[src/rtl/pdic_pkg.sv]
// Package for the pattern dictionary index codec.
// Holds sizes, operation and status codes, register indexes and the shared types.
// No dependencies.
`timescale 1ns / 1ps

package pdic_pkg;

  localparam int DICT_DEPTH   = 256;
  localparam int PATTERN_BITS = 64;
  localparam int IDX_W        = $clog2(DICT_DEPTH);
  localparam int ENTRY_IDX_W  = 8;
  localparam int COUNT_W      = 9;
  localparam int CMP_W        = (IDX_W > COUNT_W) ? IDX_W : COUNT_W;
  localparam int FIELD_W      = 64;

  localparam logic [COUNT_W-1:0] NARROW_MAX_COUNT = COUNT_W'(255);

  localparam logic [1:0] OP_LOAD   = 2'd0;
  localparam logic [1:0] OP_ENCODE = 2'd1;
  localparam logic [1:0] OP_DECODE = 2'd2;

  localparam logic [1:0] ST_OK           = 2'd0;
  localparam logic [1:0] ST_NO_MATCH     = 2'd1;
  localparam logic [1:0] ST_TOO_LARGE    = 2'd2;
  localparam logic [1:0] ST_OUT_OF_RANGE = 2'd3;

  localparam int PADDR_W = 3;
  localparam logic REG_PATTERN_COUNT = 1'b0;
  localparam logic REG_NARROW_MODE   = 1'b1;

  typedef struct packed {
    logic [1:0]             op;
    logic [ENTRY_IDX_W-1:0] entry_index;
    logic [FIELD_W-1:0]     block_bits;
  } pdic_req_t;

  typedef struct packed {
    logic [1:0]             status;
    logic [ENTRY_IDX_W-1:0] match_index;
    logic [FIELD_W-1:0]     pattern_bits;
  } pdic_rsp_t;

  typedef struct packed {
    logic [COUNT_W-1:0] pattern_count;
    logic               narrow_index_mode;
  } pdic_cfg_t;

  // idx carries the entry index in, and the match index out on encode;
  // bits carries the block in, and the stored pattern out on decode.
  typedef struct packed {
    logic                    valid;
    logic [1:0]              op;
    logic [ENTRY_IDX_W-1:0]  idx;
    logic [PATTERN_BITS-1:0] bits;
    logic                    hit;
  } pdic_token_t;

endpackage

[src/rtl/pdic_cfg.sv]
// Configuration registers behind an APB-style port.
// Depends on pdic_pkg.
`timescale 1ns / 1ps

module pdic_cfg import pdic_pkg::*; (
  input  logic               clk,
  input  logic               rst,
  input  logic               psel,
  input  logic               penable,
  input  logic               pwrite,
  input  logic [PADDR_W-1:0] paddr,
  input  logic [31:0]        pwdata,
  output logic [31:0]        prdata,
  output logic               pready,
  output pdic_cfg_t          cfg
);

  logic reg_sel;
  logic wr_en;

  assign reg_sel = paddr[2];
  assign wr_en   = psel && penable && pwrite;
  assign pready  = 1'b1;

  always_ff @(posedge clk) begin
    if (rst) begin
      cfg <= '0;
    end else if (wr_en) begin
      unique case (reg_sel)
        REG_PATTERN_COUNT: cfg.pattern_count     <= pwdata[COUNT_W-1:0];
        REG_NARROW_MODE:   cfg.narrow_index_mode <= pwdata[0];
        default: ;
      endcase
    end
  end

  always_comb begin
    unique case (reg_sel)
      REG_PATTERN_COUNT: prdata = 32'(cfg.pattern_count);
      REG_NARROW_MODE:   prdata = 32'(cfg.narrow_index_mode);
      default:           prdata = '0;
    endcase
  end

endmodule

[config.mk]
export PLATFORM = sky130hd
export DESIGN_NAME = pdic_cfg
export DESIGN_NICKNAME = d
export VERILOG_FILES = /design/src/rtl/pdic_pkg.sv /design/src/rtl/pdic_cfg.sv
export SDC_FILE = /design/constraint.sdc
export NUM_CORES = 1
export LEC_CHECK = 0
export BUFFER_PORTS_ARGS = -buffer_cell sky130_fd_sc_hd__buf_2
export CORE_MARGIN = 1
export CORE_UTILIZATION = 33
export DETAILED_ROUTE_END_ITERATION = 12
export HOLD_SLACK_MARGIN = 0.08
export PLACE_DENSITY_LB_ADDON = 0.2
export RECOVER_POWER = 50
export SLEW_MARGIN = 20
export SYNTH_ARGS = -nofsm -noshare
export SYNTH_HDL_FRONTEND = slang
export SYNTH_SLANG_ARGS = --single-unit
[constraint.sdc]
create_clock -name clk -period 0.8 [get_ports clk]
set_input_delay 0.04 -clock clk [delete_from_list [all_inputs] [get_ports clk]]
set_output_delay 0.04 -clock clk [all_outputs]
set_load 0.02 [all_outputs]
### Yosys cells after proc, flatten, opt, wreduce, memory -nomap -nowiden

Cells that the tools add are included.

| cells by class | value |
|---|---|
| multiplexer cells | 1 |
| bitwise operators | 1 |
| reductions and logical operators | 4 |

Operators by type and width:

| kind | count |
|---|---|
| 32-bit one-hot mux with 2 select lines | 1 |
| 2-bit AND reduction | 2 |
| 1-bit logical AND | 2 |
| 1-bit inverter | 1 |

| storage, ports and cells | value |
|---|---|
| flip-flop bits (word level) | 10 |
| output and inout port bits | 43 |

### Longest topological paths before layout

| depth | value |
|---|---|
| word-level depth | 3 |
| mapped depth | 4 |

### Least setup slack after synthesis

No wires, ideal clock.

| timing | value |
|---|---|
| kind | reg2out |
| start point | register cfg[2] in the netlist's numbering |
| end point | output prdata[1] |
| data arrival time | 0.806 ns |
| required time | 0.760 ns |
| path slack | -0.046 ns |
| stages on the path, launching flop included | 2 |
| cells stage by stage | dfxtp_1 -> nor2b_1 |

| between the ends | value |
|---|---|
| cells in the longest elaborated chain, start to end | 1 |

RTL lines:

| what | RTL line | RTL |
|---|---|---|
| from (decl) | pdic_cfg.sv:15 | `output pdic_cfg_t cfg` |
| 32-bit one-hot mux with 2 select lines | pdic_cfg.sv:38 | `unique case (reg_sel)` |
| to (decl) | pdic_cfg.sv:13 | `output logic [31:0] prdata,` |

Every way passes these cells. The select of a mux whose other input is x is not followed.

### Worst setup path in the final report

| timing | value |
|---|---|
| start point | register cfg[0] in the netlist's numbering |
| end point | output prdata[0] |

The elaborated chain is that of the path after synthesis.

==> results_dict.tcl <==
set metrics [dict create \
    status "finished with violations" \
    violations_in_the_final_reports "negative setup slack" \
    crit_path_class "register to output port" \
    ioPinCount 83 \
    buffer_ports.inserted 33 \
    layout.cells.non_filler 156 \
    largest_reg_flops 10 \
    worstHoldPathCells 3 \
    crit_path_cell_trace "mux2_2, buf_6" \
    antenna-diode-count 0 \
    finalNetCount 171 \
    power_mw 1.19 \
    total_leakage_power_nw 0.538 \
    path_depth 2 \
    crit_path_start_kind "register" \
    first_pass_grt_wire_length_um 2440 \
    synth-seq-area-share_pct 27.9 \
    post_synth_inst_count 80 \
    placed_inst_area_um2 848 \
    critical_path.reg2reg.startpoint "cfg[2]" \
    synthMuxAreaShare_pct 15.5 \
    reg_top3 "cfg x10" \
    synth_compound_area_share_pct 0 \
    timing.clock.skew_ns 0 \
    clockRootBuffer "clkbuf_4" \
    die-area_um2 2360 \
    ys_warns 0 \
    first_global_vias 578 \
    fraction_of_layout_instances_using_a_drive_strength_above_1_pct 49.6 \
    place.detailed.instances 138 \
    setup-tns-final_ns -1.20 \
    die_w_um 48.6 \
    largest_net_degree_at_the_start_of_global_routing 20 \
    worst_hold_slack_ns 0.0908 \
    setup_slack_ns -0.208 \
    num_rows 16 \
    hpwlAfterDp_um 943 \
    h_tree_depth 1 \
    layout-area-overhead-vs-synth_pct 62.5 \
    crit_path_max_incr_delay_ns 0.32 \
    endpoint_kind "output port" \
    layout.cells.most_common "conb_1" \
    timing.reg2reg.worst_path_depth 3 \
    cts_made_buffers 3 \
    cp.arrival_ns 0.97 \
    clock_latency_ns 0.25 \
    path_max_fanout 2 \
    drt_pre_antenna_iters 4 \
    cp.buffers_inverters 1 \
    peakVddDrop_v 0.000722 \
    post-synth-top-area-fraction_pct 27.9 \
    floorplan.die.height_um 48.6 \
    synthTopCellsByArea "dfxtp_1, buf_4, nand2b_1" \
    post_synthesis_register_bit_count 10 \
    final_cell_mix "conb_1, nand2b_1, buf_6" \
    final-hold-violation-count 0 \
    initial_core_util_pct 35.8 \
    post-route-min-period_ns 1.01 \
    vias_per_cell 3.92 \
    drt-wirelength-per-cell_um 9.60 \
    gp_congestion 0.656 \
    hold_start "penable" \
    post_synth_xor_area_fraction_pct 0 \
    finalInstanceArea_um2 1160 \
    min_period_over_period_pct 126 \
    critical_path.top_delay_family "flip-flops" \
    number_of_drc_violations_after_detailed_routing_iteration_0 1 \
    main_combinational_cell_family_by_area_after_synthesis "buffers and inverters" \
    ys_types 11 \
    post-route-util_pct 58.2 \
    clk_pin_slew_worst_paths_ns 0.06 \
    grt_use_met2_pct 25.9 \
    worstPathRequired_ns 0.76 \
    netlist_area_um2 717 \
    max-cap-violations 0 \
    routed-via-count 612 \
    antenna_found_initial 0 \
    detail_route.drc_violations 0 \
    critical_path.startpoint "cfg[0]" \
    detail_route.wirelength_um 1500 \
    p_per_area_nw_per_um2 1020 \
    synth-adder-area-share_pct 0 \
    gr-total-overflow 0 \
    min-delay-path-class "input pin to register" \
    ctsLongestPathBuffers 2 \
    synth_simple_gate_area_share_pct 25.8 \
    dp_slack_ns -0.0506 \
    busiest_layer "met2" \
    coreArea_um2 2000 \
    grt_setup_unrepaired "yes" \
    fmax_mhz 992 \
    post_route_ant_nets 0 \
    setup_viol 13 \
    registers.top_by_ff_count "cfg" \
    post_synth.cell_area_avg_um2 8.96 \
    gr-usage-all-layers_pct 13.5 \
    synth_area_leader_cell "dfxtp_1" \
    timing.final.max_slew_violations 0 \
    cts.sinks 10 \
    cpMaxStageDelayCell "dfxtp_2" \
    gr-usage-met1_pct 13.4 \
    use_met3_pct 4.40 \
    tritoncts "built" \
]
## per-layer routing
metal / routed length [um] / up-vias
met4: 0 / 0
met2: 782 / 37
met5: 0 / -
met3: 114 / 0
met1: 600 / 272
li1: - / 303
## timing repair
item,CTS,global route
hold endpoints to repair,10,0
setup endpoints to repair,19,19
setup buffers,5,1
hold buffers,9,0
gates resized for setup,43,10
cloned,0,0
pin swaps,0,0
## worst register-to-register path, delay by kind of cell, from the launching register on
kind | cells | cell delay, ns
buffers and inverters | 1 | 0.13
and+or+nand+nor | 1 | 0.07
muxes | 1 | 0.06
DFF | 1 | 0.33
## cell families after synthesis
| kind of cell | count (synthesis) |
|---|---|
| buffers and inverters | 28 |
| DFF | 10 |
| other | 2 |
| and+or+nand+nor | 29 |
| muxes | 11 |
## layout make-up
type,instances,area (um2)
fillers,179,837
clock buffers,3,22.5
repair buffers,52,450
flip-flops and latches,10,211
well taps,27,33.8
multi-input cells,64,447
## worst paths after layout
kind / slack (ns) / endpoint
worst max-delay path: -0.21 / prdata[0]
worst min-delay path: 0.09 / cfg[0]
worst max register to register: 0.11 / cfg[2]
worst min register to register: 0.49 / cfg[8]
## where the power goes
part	total (mW)	leakage [nW]	switching, mW	internal (mW)
Sequential	0.519	0.0853	0.00867	0.511
Combinational	0.340	0.439	0.196	0.144
Clock	0.334	0.0138	0.160	0.173
## synth_stat cells
cell,count
and4b_1,1
buf_4,24
buf_6,2
clkbuf_2,2
conb_1,2
dfxtp_1,10
mux2_2,1
mux2i_1,10
nand2b_1,19
nand4_1,1
nor2b_1,8
Note: power is estimated with default switching activity, not from simulation.
